[src/hdl/epv_pkg.sv]
// Package: shared types and constants of the encoder position/velocity unit.
package epv_pkg;

    localparam int POS_WIDTH      = 32;
    localparam int VEL_WIDTH      = 28;
    localparam int TPS_WIDTH      = 27;
    localparam int TIME_WIDTH_DEF = 32;
    localparam int APB_DATA_WIDTH = 32;
    localparam int APB_ADDR_WIDTH = 3;

    localparam logic [TPS_WIDTH-1:0] TPS_RESET = 27'd1000000;

    // Register index taken from the word address bit
    localparam logic REG_TPS = 1'b0;

    typedef struct packed {
        logic enc_a;
        logic enc_b;
    } epv_sample_t;

    typedef struct packed {
        logic signed [POS_WIDTH-1:0] position;
        logic signed [VEL_WIDTH-1:0] velocity;
        logic                        edge_seen;
    } epv_result_t;

    typedef struct packed {
        logic busy;
        logic done;
    } epv_div_stat_t;

    typedef enum logic [1:0] {
        ST_IDLE,
        ST_DIVIDE,
        ST_PUBLISH
    } epv_state_t;

endpackage

[src/hdl/epv_serial_div.sv]
// Bit-serial restoring divider: one quotient bit per cycle.
module epv_serial_div #(
    parameter int DIVISOR_WIDTH = epv_pkg::TIME_WIDTH_DEF
) (
    input  logic                                clk,
    input  logic                                rst_n,
    input  logic                                start,
    input  logic [epv_pkg::TPS_WIDTH-1:0]       dividend,
    input  logic [DIVISOR_WIDTH-1:0]            divisor,
    output logic [epv_pkg::TPS_WIDTH-1:0]       quotient,
    output epv_pkg::epv_div_stat_t              stat
);

    localparam int QW    = epv_pkg::TPS_WIDTH;
    localparam int CW    = (DIVISOR_WIDTH > QW + 1) ? DIVISOR_WIDTH : QW + 1;
    localparam int CNT_W = $clog2(QW + 1);

    logic [CW-1:0]            rem_reg, rem_next;
    logic [QW-1:0]            quo_reg, quo_next;
    logic [DIVISOR_WIDTH-1:0] div_reg, div_next;
    logic [CNT_W-1:0]         count_reg, count_next;
    logic                     busy_reg, busy_next;
    logic                     done_reg, done_next;

    logic [CW-1:0] trial;
    logic [CW-1:0] divisor_ext;
    logic [CW-1:0] diff;
    logic          fits;

    // Trial subtract of the shifted partial remainder
    assign trial       = {rem_reg[CW-2:0], quo_reg[QW-1]};
    assign divisor_ext = CW'(div_reg);
    assign fits        = (trial >= divisor_ext);
    assign diff        = trial - divisor_ext;

    // Advance one step per cycle, shift quotient bits in behind the dividend
    always_comb
    begin
        rem_next   = rem_reg;
        quo_next   = quo_reg;
        div_next   = div_reg;
        count_next = count_reg;
        busy_next  = busy_reg;
        done_next  = 1'b0;
        if (start)
        begin
            rem_next   = '0;
            quo_next   = dividend;
            div_next   = divisor;
            count_next = CNT_W'(QW);
            busy_next  = 1'b1;
        end
        else if (busy_reg)
        begin
            rem_next   = fits ? diff : trial;
            quo_next   = {quo_reg[QW-2:0], fits};
            count_next = count_reg - 1'b1;
            if (count_reg == CNT_W'(1))
            begin
                busy_next = 1'b0;
                done_next = 1'b1;
            end
        end
    end

    always_ff @(posedge clk or negedge rst_n)
    begin
        if (!rst_n)
        begin
            count_reg <= '0;
            busy_reg  <= 1'b0;
            done_reg  <= 1'b0;
        end
        else
        begin
            count_reg <= count_next;
            busy_reg  <= busy_next;
            done_reg  <= done_next;
        end
    end

    always_ff @(posedge clk)
    begin
        rem_reg <= rem_next;
        quo_reg <= quo_next;
        div_reg <= div_next;
    end

    assign quotient  = quo_reg;
    assign stat.busy = busy_reg;
    assign stat.done = done_reg;

endmodule

[src/hdl/encoder_position_period_velocity_unit.sv]
// Top level: x1 quadrature decoder with period-based velocity and APB timebase register.
//
//   channel  dir  handshake                      word
//   sample   in   sample_valid / sample_ready    epv_sample_t {enc_a, enc_b}
//   result   out  result_valid / result_ready    epv_result_t {position, velocity, edge_seen}
//   apb      in   psel, penable, pwrite, pready  ticks_per_second at byte address 0
//
// A sample without a rising edge of A goes from the idle step straight to publish; a sample
// with a rising edge passes through the bit-serial divider first (27 quotient bits, one per cycle).
// Reset (rst_n low) clears position, velocity, tick count and last A level at once;
// ticks_per_second returns to 1000000.
// A stalled result stays in the output register; the next sample is taken meanwhile,
// and the block waits in its publish step only while that register is still full.
module encoder_position_period_velocity_unit #(
    parameter int TIME_WIDTH = epv_pkg::TIME_WIDTH_DEF
) (
    input  logic                                  clk,
    input  logic                                  rst_n,
    input  logic                                  sample_valid,
    output logic                                  sample_ready,
    input  epv_pkg::epv_sample_t                  sample,
    output logic                                  result_valid,
    input  logic                                  result_ready,
    output epv_pkg::epv_result_t                  result,
    input  logic                                  psel,
    input  logic                                  penable,
    input  logic                                  pwrite,
    input  logic [epv_pkg::APB_ADDR_WIDTH-1:0]    paddr,
    input  logic [epv_pkg::APB_DATA_WIDTH-1:0]    pwdata,
    output logic [epv_pkg::APB_DATA_WIDTH-1:0]    prdata,
    output logic                                  pready
);

    localparam int PW = epv_pkg::POS_WIDTH;
    localparam int VW = epv_pkg::VEL_WIDTH;
    localparam int TW = epv_pkg::TPS_WIDTH;

    epv_pkg::epv_state_t state_reg, state_next;

    logic [TW-1:0]         tps_reg;
    logic                  last_a_reg;
    logic [PW-1:0]         pos_reg;
    logic [VW-1:0]         speed_reg;
    logic [TIME_WIDTH-1:0] ticks_reg;
    logic                  dir_reg;
    logic                  edge_reg;
    logic                  out_valid_reg;
    epv_pkg::epv_result_t  out_reg;

    logic                  accept;
    logic                  edge_now;
    logic                  cfg_write;
    logic [TIME_WIDTH-1:0] ticks_inc;
    logic                  div_start;
    logic                  publish;
    logic [TW-1:0]         quotient;
    logic [VW-1:0]         mag_ext;
    epv_pkg::epv_div_stat_t div_stat;

    // Configuration port
    assign pready    = 1'b1;
    assign cfg_write = psel && penable && pwrite && pready;

    always_comb
    begin
        prdata = '0;
        case (paddr[2])
            epv_pkg::REG_TPS: prdata = epv_pkg::APB_DATA_WIDTH'(tps_reg);
            default:          prdata = '0;
        endcase
    end

    always_ff @(posedge clk or negedge rst_n)
    begin
        if (!rst_n)
            tps_reg <= epv_pkg::TPS_RESET;
        else if (cfg_write && paddr[2] == epv_pkg::REG_TPS)
            tps_reg <= pwdata[TW-1:0];
    end

    // Edge detect and saturating tick count
    assign accept    = sample_valid && sample_ready;
    assign edge_now  = sample.enc_a && !last_a_reg;
    assign ticks_inc = (ticks_reg == '1) ? ticks_reg : ticks_reg + 1'b1;

    // Next state
    always_comb
    begin
        state_next = state_reg;
        case (state_reg)
            epv_pkg::ST_IDLE:
            begin
                if (accept)
                    state_next = edge_now ? epv_pkg::ST_DIVIDE : epv_pkg::ST_PUBLISH;
            end
            epv_pkg::ST_DIVIDE:
            begin
                if (div_stat.done)
                    state_next = epv_pkg::ST_PUBLISH;
            end
            epv_pkg::ST_PUBLISH:
            begin
                if (!out_valid_reg || result_ready)
                    state_next = epv_pkg::ST_IDLE;
            end
            default: state_next = epv_pkg::ST_IDLE;
        endcase
    end

    // Control outputs
    always_comb
    begin
        sample_ready = 1'b0;
        div_start    = 1'b0;
        publish      = 1'b0;
        case (state_reg)
            epv_pkg::ST_IDLE:
            begin
                sample_ready = 1'b1;
                div_start    = sample_valid && edge_now;
            end
            epv_pkg::ST_PUBLISH:
            begin
                publish = !out_valid_reg || result_ready;
            end
            default: ;
        endcase
    end

    epv_serial_div #(
        .DIVISOR_WIDTH (TIME_WIDTH)
    ) u_div (
        .clk      (clk),
        .rst_n    (rst_n),
        .start    (div_start),
        .dividend (tps_reg),
        .divisor  (ticks_inc),
        .quotient (quotient),
        .stat     (div_stat)
    );

    // Signed velocity from the quotient and the step direction
    assign mag_ext = VW'(quotient);

    // Decoder state
    always_ff @(posedge clk or negedge rst_n)
    begin
        if (!rst_n)
        begin
            state_reg  <= epv_pkg::ST_IDLE;
            last_a_reg <= 1'b0;
            pos_reg    <= '0;
            speed_reg  <= '0;
            ticks_reg  <= '0;
            dir_reg    <= 1'b0;
            edge_reg   <= 1'b0;
        end
        else
        begin
            state_reg <= state_next;
            if (accept)
            begin
                last_a_reg <= sample.enc_a;
                edge_reg   <= edge_now;
                if (edge_now)
                begin
                    ticks_reg <= '0;
                    dir_reg   <= sample.enc_b;
                    pos_reg   <= sample.enc_b ? pos_reg + 1'b1 : pos_reg - 1'b1;
                end
                else
                    ticks_reg <= ticks_inc;
            end
            if (div_stat.done)
                speed_reg <= dir_reg ? mag_ext : VW'(0) - mag_ext;
        end
    end

    // Output register: hold the word until taken
    always_ff @(posedge clk or negedge rst_n)
    begin
        if (!rst_n)
            out_valid_reg <= 1'b0;
        else if (publish)
            out_valid_reg <= 1'b1;
        else if (result_ready)
            out_valid_reg <= 1'b0;
    end

    always_ff @(posedge clk)
    begin
        if (publish)
        begin
            out_reg.position  <= pos_reg;
            out_reg.velocity  <= speed_reg;
            out_reg.edge_seen <= edge_reg;
        end
    end

    assign result_valid = out_valid_reg;
    assign result       = out_reg;

`ifndef SYNTH
    a_busy_only_dividing: assert property (@(posedge clk) disable iff (!rst_n)
        div_stat.busy |-> state_reg == epv_pkg::ST_DIVIDE)
        else $error("divider busy outside divide state");

    a_no_accept_while_busy: assert property (@(posedge clk) disable iff (!rst_n)
        sample_ready |-> !div_stat.busy)
        else $error("sample ready while divider busy");

    a_plain_sample_publishes: assert property (@(posedge clk) disable iff (!rst_n)
        (accept && !edge_now) |=> state_reg == epv_pkg::ST_PUBLISH)
        else $error("sample without edge did not go to publish");

    a_edge_starts_divide: assert property (@(posedge clk) disable iff (!rst_n)
        (accept && edge_now) |=> div_stat.busy)
        else $error("edge sample did not start divider");
`endif

endmodule

[config.mk]
export PLATFORM = sky130hd
export DESIGN_NAME = encoder_position_period_velocity_unit
export DESIGN_NICKNAME = d
export VERILOG_FILES = /design/src/hdl/epv_pkg.sv /design/src/hdl/epv_serial_div.sv /design/src/hdl/encoder_position_period_velocity_unit.sv
export SDC_FILE = /design/constraint.sdc
export NUM_CORES = 1
export LEC_CHECK = 0
export BUFFER_PORTS_ARGS = -buffer_cell sky130_fd_sc_hd__buf_4
export CORE_MARGIN = 3
export CORE_UTILIZATION = 40
export CTS_BUF_LIST = sky130_fd_sc_hd__clkbuf_8 sky130_fd_sc_hd__clkbuf_16
export DETAILED_ROUTE_END_ITERATION = 10
export PLACE_DENSITY = 0.59
export SETUP_SLACK_MARGIN = 0.2
export SLEW_MARGIN = 10
export SYNTH_ARGS = -nofsm -noshare
export SYNTH_HDL_FRONTEND = slang
export SYNTH_SLANG_ARGS = --single-unit
export TNS_END_PERCENT = 20
[constraint.sdc]
create_clock -name clk -period 3.4 [get_ports clk]
set_input_delay 0.34 -clock clk [delete_from_list [all_inputs] [get_ports clk]]
set_output_delay 0.34 -clock clk [all_outputs]
set_load 0.02 [all_outputs]
### Word level (Yosys, flattened, before mapping)

Cells that the tools add are included.

| cells by class | value |
|---|---|
| add/sub/neg operators | 6 |
| $mul | 0 |
| divide/modulo/power cells | 0 |
| $lt $le $gt $ge | 1 |
| eq/ne operators | 7 |
| shift operators | 0 |
| mux-type cells | 26 |
| bitwise operators | 1 |
| reduce and logical (&&, ||, !) cells | 14 |

Operators by type and width:

| kind | number |
|---|---|
| $mux 32 | 3 |
| $mux 27 | 3 |
| $add 32x1->32 const B | 2 |
| $eq 32x32->1 const B | 1 |
| $ge 32x32->1 | 1 |
| $sub 32x1->32 const B | 1 |
| $mux 31 | 1 |
| $sub 31x31->31 | 1 |
| $mux 28 | 1 |
| $sub 1x27->28 const A | 1 |
| $mux 1 | 11 |
| $mux 5 | 2 |
| $mux 2 | 4 |
| $logic_and 1x1->1 | 6 |
| $pmux 2 s3 | 1 |
| $eq 5x1->1 const B | 1 |
| $sub 5x1->5 const B | 1 |
| $ne 2x2->1 const B | 2 |
| $reduce_bool 2->1 | 2 |
| $reduce_and 3->1 | 1 |
| $eq 2x1->1 const B | 1 |
| $eq 2x2->1 const B | 1 |
| $logic_not 1->1 | 2 |
| $logic_not 2->1 | 1 |
| other kinds (4) | 4 |

| storage, ports and cells | value |
|---|---|
| flip-flop bits (word level) | 283 |
| latch bits | 0 |
| memory bits (writable) | 0 |
| ROM bits | 0 |
| input port bits | 44 |
| output and inout port bits | 96 |
| word-level logic and storage cells | 73 |
| memories kept | 0 |

### Longest topological paths before layout

Gate-level depths: netlist of run 1.

| logic depth | value |
|---|---|
| word-level depth | 5 |
| depth in mapped cells | 14 |

### Cells and area by module

From an unflattened synthesis of run 1, not the netlist that was laid out.

| second synthesis, totals | value |
|---|---|
| cell total of the unflattened synthesis | 1517 |
| area, all modules | 15533.6 um^2 |

By module, submodules not included:

| module | instances | cells an instance | area each (um^2) |
|---|---|---|---|
| encoder_position_period_velocity_unit | 1 | 939 | 9759.4 |
| epv_serial_div | 1 | 578 | 5774.3 |

### Worst setup path after synthesis of run 1

No wires, ideal clock.

| timing path | value |
|---|---|
| path kind | flip-flop to flip-flop |
| start point | register out_valid_reg (netlist: result_valid) |
| end point | register out_reg, in the netlist result[0], enable pin |
| arrival time | 3.176 ns |
| slack | -0.256 ns |
| cell stages (with the launch flop) | 3 |
| path buffers | 0 |
| path through | dfrtp_1 nor2b_1 nor2_1 |

| between the ends | value |
|---|---|
| cells in the longest elaborated chain, start to end | 3 |

RTL lines:

| item | line | source |
|---|---|---|
| start: declaration | encoder_position_period_velocity_unit.sv:47 | `logic out_valid_reg;` |
| start signal: assignment | encoder_position_period_velocity_unit.sv:183 | `out_valid_reg <= 1'b0;` |
| start signal: assignment | encoder_position_period_velocity_unit.sv:185 | `out_valid_reg <= 1'b1;` |
| start signal: assignment | encoder_position_period_velocity_unit.sv:187 | `out_valid_reg <= 1'b0;` |
| $logic_not 1->1 | encoder_position_period_velocity_unit.sv:124 | `publish = !out_valid_reg \|\| result_ready;` |
| $logic_or 1x1->1 | encoder_position_period_velocity_unit.sv:124 |  |
| $mux 1 | encoder_position_period_velocity_unit.sv:116 | `case (state_reg)` |
| named net publish | encoder_position_period_velocity_unit.sv:55 | `logic publish;` |
| end: declaration | encoder_position_period_velocity_unit.sv:48 | `epv_pkg::epv_result_t out_reg;` |

The timed path passes the listed nets, and every way through them passes these cells.
A chain may end at the register's enable or synchronous reset.

### Worst setup path after layout of run 1

| timing path | value |
|---|---|
| start point | register u_div.quo_reg[26] (netlist: u_div.quotient[26]) |
| end point | register u_div.rem_reg[23] |

| between the ends | value |
|---|---|
| cells in the longest elaborated chain, start to end | 2 |

RTL lines:

| item | line | source |
|---|---|---|
| start: declaration | epv_serial_div.sv:19 | `logic [QW-1:0] quo_reg, quo_next;` |
| start signal: assignment | epv_serial_div.sv:85 | `quo_reg <= quo_next;` |
| $sub 31x31->31 / $ge 32x32->1 (equally long branches) | epv_serial_div.sv:34, epv_serial_div.sv:33 |  |
| $mux 31 (*) | epv_serial_div.sv:55 | `rem_next = fits ? diff : trial;` |
| end signal: assignment | epv_serial_div.sv:84 | `rem_reg <= rem_next;` |
| end: declaration | epv_serial_div.sv:18 | `logic [CW-1:0] rem_reg, rem_next;` |

Every way passes the cells marked *; elsewhere a longest branch is shown, timed or not.

==> flow_metrics.env, run 1 <==
export IMPL_max_cap_violations=0
export IMPL_cpLargestDelayFamily="compound AO/OA/AOI/OAI gates"
export IMPL_start_kind="flop"
export IMPL_die_area_um2=39900
export IMPL_pin_count=140
export IMPL_cts_clk_slew_worst_paths_ps=60
export IMPL_crit_buf_inv=1
export IMPL_ant_nets=0
export IMPL_path_class="reg -> reg"
export IMPL_netlist_cell_type_count=76
export IMPL_leakage_uw=0.00791
export IMPL_finalSetupTns_ps=0
export IMPL_cts_tree="done"
export IMPL_area_growth_synth_to_final_pct=18.9
export IMPL_largest_register_ffs=61
export IMPL_final_layout_size_suffix_gt1_share_pct=15.6
export IMPL_final_util_pct=48.6
export IMPL_nFillCells=3414
export IMPL_hold_viol_final=0
export IMPL_min_period_over_period_pct=89.6
export IMPL_endpoint_kind="flop"
export IMPL_numCtsBuffers=31
export IMPL_skew_ps=30.0
export IMPL_dr_pass1_iters=5
export IMPL_h_tree_depth=1
export IMPL_post_cts_buffers=0
export IMPL_postSynthAreaPerCell_um2=10.1
export IMPL_slew_viol_final=0
export IMPL_vias_per_cell=5.23
export IMPL_max_slew_margin_pct=37.6
export IMPL_async_flop_share_pct=46.6
export IMPL_routed_wirelength_um=34700
export IMPL_dpl_cell_area_um2=16600
export IMPL_path_max_fanout=14
export IMPL_synth_edf_count=120
export IMPL_dpl_hpwl_um=24400
export IMPL_critPathMaxStageDelay_ps=430
export IMPL_gp_congestion=0.899
export IMPL_final_common_cell="nand2_1"
export IMPL_core_area_um2=36800
export IMPL_grt_max_degree=109
export IMPL_clk_path_buf_depth=3
export IMPL_rows=70
export IMPL_peakVddDrop_v=0.000473
export IMPL_antenna_cells=0
export IMPL_antenna_found_initial=0
export IMPL_nets=1757
export IMPL_final_cell_mix="nand2_1 (212), buf_4 (150), dfrtp_1 (125)"
export IMPL_io_buffers=126
export IMPL_grt_pass1_vias=10800
export IMPL_die_w_um=200
export IMPL_hold_class="in -> reg"
export IMPL_worstPathArrival_ps=3540
export IMPL_ys_flop_type="dfrtp_1"
export IMPL_synthCells=1486
export IMPL_crit_path_top_delay_cell="edfxtp_1"
export IMPL_setup_viol=0
export IMPL_synth_area_um2=15000
export IMPL_vias=11200
export IMPL_design_area_um2=17900
export IMPL_ys_warn_count=0
export IMPL_worstPathRequired_ps=3900
export IMPL_crit_chain="inv_1 > ha_1 > fa_1 > nor2b_4 > o21ai_2 > a21boi_1 > o41a_4 > o21a_1 > o211ai_4 > nand2_4 > a311o_1 > a211oi_1"
export IMPL_yosysSeqAreaShare_pct=50.2
export IMPL_cellPowerDensity_nw_per_um2=903
export IMPL_period_minus_slack_ps=3050
export IMPL_power_uw=16100
export IMPL_status="finished clean"
export IMPL_grt_overflow=0
export IMPL_avgRoutedWirePerCell_um=16.2
export IMPL_clock_sinks=283
export IMPL_clockRootBuffer="clkbuf_16"
export IMPL_track_usage_pct=17.2
export IMPL_drc=0
export IMPL_worstSkewPairLatency_ps=580
export IMPL_start_util_pct=40.8
export IMPL_dieHeight_um=200
export IMPL_max_freq_ghz=0.328
export IMPL_rsz0062_at_grt="true"
export IMPL_initialDrtViolationCount=630
export IMPL_worst_pin_slew_ps=936
export IMPL_yosys_register_bits=283
export IMPL_grt_pass1_wl_um=55900
synthesized netlist by cell type (3+ instances only):
cell type  count  area share [%]
edfxtp_1     120              24
a31oi_1       15            0.62
nand2_1      213             5.3
dfxtp_1       31             4.1
buf_1          5            0.12
and4_1         6            0.35
and2_1         9            0.37
or3_1          6            0.25
o211ai_1       5            0.25
a21o_1        36             1.8
o31ai_1       14            0.70
dfrtp_1      125              21
ha_1          66             5.5
a311o_1        3            0.20
a22o_1         9            0.52
nand4_1       17            0.71
a21oi_1       97             3.2
a221oi_1       3            0.17
nor4_1         9            0.37
o21bai_1      11            0.55
o21ai_0      119             4.0
a211oi_1      18            0.90
mux2_2        36             2.7
nor2b_1       32             1.3
xor2_1        45             2.6
nor3b_1        5            0.25
dfstp_2        7             1.2
nor3_1        19            0.63
nand3_1       25            0.83
and3_1        17            0.71
and3b_1        3            0.17
o21a_1         9            0.45
buf_2          4            0.13
nor2_1        91             2.3
inv_1         58             1.4
clkbuf_1      45             1.1
mux2i_1       23             1.5
or4_1          3            0.15
xnor2_1       67             3.9
buf_4          6            0.30
nand2b_1      11            0.46
power by group:
group	total, uW	internal [uW]	switching [uW]
clock	3230	1880	1350
combinational	7080	3130	3960
sequential	5830	4920	904
area by class of cell:
class                           instances  area [um2]  area share [%]
Sequential cell                       283        7540            42.2
Multi-Input combinational cell       1087        7040            39.4
Timing Repair Buffer                  183        1500            8.39
Clock buffer                           31         776            4.34
Tap cell                              468         586            3.28
Inverter                               59         221            1.24
Clock inverter                         27         208            1.16
worst register-to-register path, stage by stage (launching register included):
cell and delay (ps):
edfxtp_1 430, inv_1 140, ha_1 200, fa_1 270, nor2b_4 50, o21ai_2 120
a21boi_1 100, o41a_4 400, o21a_1 240, o211ai_4 200, nand2_4 180, a311o_1 390
a211oi_1 230
layer usage:
metal | track usage (%) | routed length (um) | vias to the layer above
met5 | 0 | 0 | -
met4 | 3.70 | 590 | 0
met3 | 2.35 | 1260 | 47
met2 | 27.6 | 15900 | 168
met1 | 24.9 | 17000 | 5357
li1 | - | - | 5618
metrics by stage:
step,hold slack [ps],std cells,setup WS (ps)
5_1_grt,27.4,2138,134
2_1_floorplan,44.4,1490,163
4_1_cts,9.78,2138,282
6_report,43.2,2138,355
3_5_place_dp,433,2053,216
3_3_place_gp,433,2053,248
worst paths after layout:
kind | slack (ps) | depth (start not counted) | start | end
hold / removal | 40 | 2 | pwdata[5] | tps_reg[5]
min in group asynchronous | 400 | 2 | rst_n | speed_reg[18]
setup / recovery | 350 | 12 | u_div.quotient[26] | u_div.rem_reg[23]
setup reg to reg | 350 | 12 | u_div.quotient[26] | u_div.rem_reg[23]
hold reg to reg | 450 | 0 | edge_reg | result[0]
max in group asynchronous | 2180 | 3 | rst_n | tps_reg[19]
logic make-up (layout without fill, tap and decap cells):
logic type / Yosys count / in the layout / synth area share (%)
buf+inv: 120 / 300 / 3.23
fa+ha+maj: 68 / 68 / 5.76
xor+xnor: 112 / 112 / 6.53
mux: 59 / 59 / 4.23
flops: 283 / 283 / 50.2
compound gates: 363 / 363 / 14.9
simple gates: 479 / 479 / 15.1
other cells: 2 / 6 / 0.0500
repair_timing:
item                                   4_1_cts  5_1_grt
resized for setup                            1        3
hold buffers                                27        0
endpoints found under the hold margin      110        0
setup endpoints to repair                    6       17
(Power assumes the default switching activity.)
==> run 2: changes to the inputs <==
--- a/config.mk
+++ b/config.mk
@@ -5,12 +5,13 @@
 export SDC_FILE = /design/constraint.sdc
 export NUM_CORES = 1
 export LEC_CHECK = 0
+export ABC_AREA = 1
 export BUFFER_PORTS_ARGS = -buffer_cell sky130_fd_sc_hd__buf_4
 export CORE_MARGIN = 3
 export CORE_UTILIZATION = 40
 export CTS_BUF_LIST = sky130_fd_sc_hd__clkbuf_8 sky130_fd_sc_hd__clkbuf_16
 export DETAILED_ROUTE_END_ITERATION = 10
-export PLACE_DENSITY = 0.59
+export PLACE_DENSITY = 0.58
 export SETUP_SLACK_MARGIN = 0.2
 export SLEW_MARGIN = 10
 export SYNTH_ARGS = -nofsm -noshare
==> flow_metrics.env, run 2 <==
export IMPL_status="finished clean"
export IMPL_netlist_cell_type_count=49
export IMPL_netlist_area_leader_share_pct=21.4
export IMPL_async_flop_share_pct=46.6
export IMPL_avgRoutedWirePerCell_um=15.3
export IMPL_largest_register_ffs=61
export IMPL_antenna_found_initial=0
export IMPL_vias=14400
export IMPL_cts_tree="done"
export IMPL_nets=2475
export IMPL_dr_pass1_iters=6
export IMPL_gp_congestion=0.908
export IMPL_max_freq_ghz=0.390
export IMPL_cts_clk_slew_worst_paths_ps=60
export IMPL_slew_viol_final=0
export IMPL_min_path_cells=3
export IMPL_max_slew_margin_pct=32.6
export IMPL_crit_path_top_delay_cell="ha_1"
export IMPL_hold_class="in -> reg"
export IMPL_worst_pin_slew_ps=1010
export IMPL_period_minus_slack_ps=2570
export IMPL_clk_path_buf_depth=3
export IMPL_yosys_register_bits=283
export IMPL_grt_use_met3_pct=3.34
export IMPL_rsz0062_at_grt="false"
export IMPL_min_to="tps_reg[22]"
export IMPL_post_cts_buffers=0
export IMPL_met1_usage_pct=28.2
export IMPL_die_area_um2=44600
export IMPL_dieHeight_um=211
export IMPL_synthCells=2233
export IMPL_grt_pass1_vias=14000
export IMPL_clockRootBuffer="clkbuf_16"
export IMPL_worstSkewPairLatency_ps=560
export IMPL_cellPowerDensity_nw_per_um2=919
export IMPL_r2r_cells=12
export IMPL_endpoint_kind="flop"
export IMPL_clock_sinks=283
export IMPL_ys_warn_count=0
export IMPL_leakage_uw=0.00979
export IMPL_min_period_over_period_pct=75.5
export IMPL_synth_area_leaders="edfxtp_1 (21%), dfrtp_1 (19%), nand2_1 (16%), inv_1 (7.3%), ha_1 (4.9%)"
export IMPL_die_w_um=211
export IMPL_path_class="reg -> reg"
export IMPL_worstPathRequired_ps=3690
export IMPL_dpl_hpwl_um=33300
export IMPL_final_layout_size_suffix_gt1_share_pct=10.7
export IMPL_core_area_um2=41200
export IMPL_drc=0
export IMPL_antenna_cells=0
export IMPL_synth_most_common_cell="nand2_1"
export IMPL_worstPathArrival_ps=2850
export IMPL_finalSetupTns_ps=0
export IMPL_postSynthAreaPerCell_um2=7.54
export IMPL_synth_area_um2=16800
export IMPL_ys_flop_type="dfrtp_1"
export IMPL_grt_overflow=0
export IMPL_reg2reg_to="u_div.quotient[0]"
export IMPL_max_cap_violations=0
export IMPL_synth_edf_count=120
export IMPL_routed_wirelength_um=44700
export IMPL_critPathMaxStageDelay_ps=360
export IMPL_rows=74
export IMPL_crit_chain="inv_1 > ha_1 > nand2_1 > inv_2 > nand2_1 > nand2_2 > a21oi_4 > nor2_4 > nor2_8 > nand2_4 > nand2_1 > o21ai_0"
export IMPL_grt_use_met2_pct=32.3
export IMPL_post_synth_top_area_cell="edfxtp_1"
export IMPL_io_buffers=126
export IMPL_crit_reg2reg_launch="u_div.div_reg[19]"
export IMPL_track_usage_pct=20.3
export IMPL_initialDrtViolationCount=935
export IMPL_area_growth_synth_to_final_pct=16.1
export IMPL_setup_viol=0
export IMPL_numCtsBuffers=34
export IMPL_final_util_pct=47.5
export IMPL_vias_per_cell=4.92
export IMPL_yosysSeqAreaShare_pct=44.8
export IMPL_path_max_fanout=32
export IMPL_synthTopCellsByCount="nand2_1 (713), inv_1 (327), nor2_1 (204)"
export IMPL_final_common_cell="nand2_1"
export IMPL_grt_busiest_layer="met2"
export IMPL_peakVddDrop_v=0.000420
export IMPL_cpMostUsedCell="nand2_1"
export IMPL_final_cell_mix="nand2_1 (713), inv_1 (334), nor2_1 (202)"
export IMPL_min_from="pwdata[22]"
export IMPL_skew_ps=29.0
export IMPL_pin_count=140
export IMPL_h_tree_depth=2
export IMPL_reg2reg_slack_ps=830
export IMPL_grt_max_degree=105
export IMPL_hold_viol_final=0
export IMPL_start_kind="flop"
export IMPL_start_util_pct=40.9
export IMPL_ant_nets=0
export IMPL_grt_pass1_wl_um=73000
run 2: how the worst max path moves through the flow:
stage                             startpoint                end  slack, ps
after floorplan                 result_valid          result[0]        820
after global placement             sample[0]        pos_reg[14]        820
after detailed placement           sample[0]        pos_reg[14]        810
after CTS                 u_div.quotient[26]  u_div.rem_reg[30]        830
after global routing      u_div.quotient[26]   u_div.rem_reg[1]        600
final                      u_div.div_reg[19]  u_div.quotient[0]        830
run 2: per-stage QoR:
stage	instances	setup slack, ps	hold slack [ps]	area, um2	power (uW)
floorplan	2237	818	44.4	16900	11900
global placement	2854	824	322	18400	14200
finish	2921	834	32.2	19600	18000
global route	2921	601	28.1	19600	19600
CTS	2921	834	1.63	19600	18100
detailed placement	2854	810	325	18400	14300
run 2: what timing repair did:
action / 4_1_cts / 5_1_grt
endpoints found under the hold margin: 44 / 0
gates resized for setup: 0 / 0
hold buffers: 5 / 0
run 2: cell families (layout without fill, tap and decap cells):
family	count (synthesis)	count (layout)	synth area share, %
xor gates and xnor gates	74	74	3.85
AOI/OAI and AO/OA	231	231	7.39
DFF	283	283	44.8
buffers and inverters	402	554	9.48
adders and majority gates	68	68	5.14
and+or+nand+nor	1173	1173	29.3
other	2	6	0.0446
run 2: layout make-up:
type | instances | area [um2]
clock buffer | 40 | 945
timing repair buffer | 150 | 1190
tap | 532 | 666
inverter | 342 | 1280
multi-input combinational | 1552 | 7730
fill | 4081 | 21700
clock inverter | 22 | 196
sequential | 283 | 7540
run 2: power by group:
part / total, uW / switching (uW) / internal, uW
combinational: 8460 / 5480 / 2980
sequential: 5840 / 820 / 5020
clock: 3670 / 1510 / 2160
total: 18000 / 7800 / 10200
run 2: critical path, delay by kind of cell (launching register included):
| family | cells | cell delay (ps) |
|---|---|---|
| buffers and inverters | 2 | 80 |
| adders and majority gates | 1 | 360 |
| and+or+nand+nor | 7 | 1250 |
| AOI/OAI and AO/OA | 2 | 270 |
| DFF | 1 | 330 |
run 2: routing by layer:
metal	vias to the layer above	share of wire, %
met5	-	0
met4	0	2.9
met3	74	4.9
met2	297	46
met1	6667	47
li1	7322	-
==> run 3: changes to the inputs <==
--- a/config.mk
+++ b/config.mk
@@ -11,7 +11,7 @@
 export CORE_UTILIZATION = 40
 export CTS_BUF_LIST = sky130_fd_sc_hd__clkbuf_8 sky130_fd_sc_hd__clkbuf_16
 export DETAILED_ROUTE_END_ITERATION = 10
-export PLACE_DENSITY = 0.58
+export PLACE_DENSITY = 0.56
 export SETUP_SLACK_MARGIN = 0.2
 export SLEW_MARGIN = 10
 export SYNTH_ARGS = -nofsm -noshare
==> constraint.sdc (replaced) <==
create_clock -name clk -period 2.5 [get_ports clk]
set_input_delay 0.25 -clock clk [delete_from_list [all_inputs] [get_ports clk]]
set_output_delay 0.25 -clock clk [all_outputs]
set_load 0.02 [all_outputs]
==> flow_metrics.env, run 3 (synthesis gave the netlist of run 2 again) <==
export IMPL_status="finished clean"
export IMPL_final_layout_size_suffix_gt1_share_pct=11.6
export IMPL_met1_usage_pct=28.1
export IMPL_design_area_um2=20000
export IMPL_max_slew_margin_pct=46.4
export IMPL_routed_wirelength_um=45100
export IMPL_clockRootBuffer="clkbuf_16"
export IMPL_setup_viol=0
export IMPL_die_w_um=211
export IMPL_grt_overflow=0
export IMPL_critPathMaxStageDelay_ps=420
export IMPL_area_growth_synth_to_final_pct=18.9
export IMPL_pin_count=140
export IMPL_grt_busiest_layer="met2"
export IMPL_nets=2520
export IMPL_io_buffers=126
export IMPL_period_minus_slack_ps=2220
export IMPL_worst_pin_slew_ps=804
export IMPL_skew_ps=17.6
export IMPL_grt_use_met3_pct=3.21
export IMPL_worstPathRequired_ps=2920
export IMPL_rows=74
export IMPL_clock_sinks=283
export IMPL_track_usage_pct=20.4
export IMPL_avgRoutedWirePerCell_um=15.2
export IMPL_dieHeight_um=211
export IMPL_hold_viol_final=0
export IMPL_whs_ps=48.5
export IMPL_peakVddDrop_v=0.000565
export IMPL_nFillCells=4122
export IMPL_path_class="reg -> reg"
export IMPL_core_area_um2=41200
export IMPL_start_kind="flop"
export IMPL_grt_pass1_vias=14200
export IMPL_crit_chain="ha_4 > fa_2 > inv_2 > nand2_1 > nand2_1 > nand3_2 > nand2_4 > nand2_4 > nand3_4 > nand2_4 > nand2_8 > buf_12 > nand3_2 > nand2_1 > nand2_1"
export IMPL_grt_pass1_wl_um=73500
export IMPL_final_cell_mix="nand2_1 (710), inv_1 (338), nor2_1 (202)"
export IMPL_final_util_pct=48.6
export IMPL_largest_register_ffs=61
export IMPL_vias=14400
export IMPL_die_area_um2=44600
export IMPL_max_freq_ghz=0.451
export IMPL_vias_per_cell=4.85
export IMPL_dr_pass1_iters=5
export IMPL_cts_clk_slew_worst_paths_ps=60
export IMPL_worstPathArrival_ps=2630
export IMPL_leakage_uw=0.0100
export IMPL_power_uw=24500
export IMPL_antenna_found_initial=0
export IMPL_dpl_hpwl_um=33600
export IMPL_crit_path_top_delay_cell="edfxtp_1"
export IMPL_worstSkewPairLatency_ps=530
export IMPL_grt_use_met2_pct=33.2
export IMPL_r2r_cells=15
export IMPL_cpMostUsedCell="nand2_1"
export IMPL_endpoint_kind="flop"
export IMPL_finalSetupTns_ps=0
export IMPL_max_cap_violations=0
export IMPL_grt_max_degree=100
export IMPL_numCtsBuffers=34
export IMPL_clk_path_buf_depth=3
export IMPL_final_common_cell="nand2_1"
export IMPL_crit_path_end="u_div.rem_reg[29]"
export IMPL_path_max_fanout=9
export IMPL_min_period_over_period_pct=88.7
export IMPL_drc=0
export IMPL_setup_worst_path_start="u_div.div_reg[0]"
export IMPL_reg2reg_to="u_div.rem_reg[29]"
export IMPL_reg2reg_slack_ps=280
export IMPL_cellPowerDensity_nw_per_um2=1230
export IMPL_dpl_cell_area_um2=18500
export IMPL_gp_congestion=0.914
export IMPL_initialDrtViolationCount=816
export IMPL_rsz0062_at_grt="true"
export IMPL_h_tree_depth=2
export IMPL_antenna_cells=0
export IMPL_start_util_pct=40.9
export IMPL_ant_nets=0
export IMPL_cts_tree="done"
export IMPL_hold_class="in -> reg"
export IMPL_slew_viol_final=0
export IMPL_crit_reg2reg_launch="u_div.div_reg[0]"
run 3: critical path: cells and delay by family (launching register included):
family / cells / cell delay [ps]
AND/OR/NAND/NOR: 11 / 890
buffers and inverters: 2 / 220
flip-flops: 1 / 420
adder cells (fa/ha/maj): 2 / 560
run 3: worst min path at each step:
stage	from	to	slack, ps	depth (start not counted)
2_1_floorplan	rst_n	dir_reg	-50	0
3_3_place_gp	rst_n	speed_reg[26]	370	1
3_5_place_dp	rst_n	speed_reg[26]	370	1
4_1_cts	result_ready	result_valid	10	4
5_1_grt	result_ready	result_valid	40	4
6_report	result_ready	result_valid	50	4
run 3: power by group:
part,switching [uW],total [uW],internal [uW]
clock,1930,4670,2740
sequential,1120,7950,6830
combinational,7590,11900,4340
run 3: metrics by stage:
step / std cells / worst slack, ps
finish: 2966 / 284
global route: 2966 / 170
CTS: 2960 / 182
detailed placement: 2867 / 76.2
global placement: 2867 / 128
floorplan: 2237 / 172
run 3: routing by layer:
layer,share of wire [%],vias up
met4,3.2,0
met3,3.9,79
li1,-,7426
met2,46,271
met1,47,6604
met5,0,-
run 3: area by class of cell:
| cell class | instances | area (um2) | share of cell area [%] |
|---|---|---|---|
| multi-input cells | 1553 | 7840 | 39.2 |
| flip-flops and latches | 283 | 7540 | 37.6 |
| repair buffers | 194 | 1630 | 8.14 |
| inverters | 342 | 1280 | 6.41 |
| clock buffers | 39 | 920 | 4.59 |
| well taps | 532 | 666 | 3.33 |
| clock inverters | 23 | 145 | 0.725 |
run 3: what timing repair did:
| action | CTS | global route |
|---|---|---|
| pin swaps | 0 | 6 |
| cloned | 1 | 1 |
| gates resized for setup | 4 | 21 |
| hold buffers | 30 | 0 |
| endpoints found under the setup margin | 20 | 36 |
| buffers inserted | 0 | 5 |
| endpoints found under the hold margin | 96 | 0 |
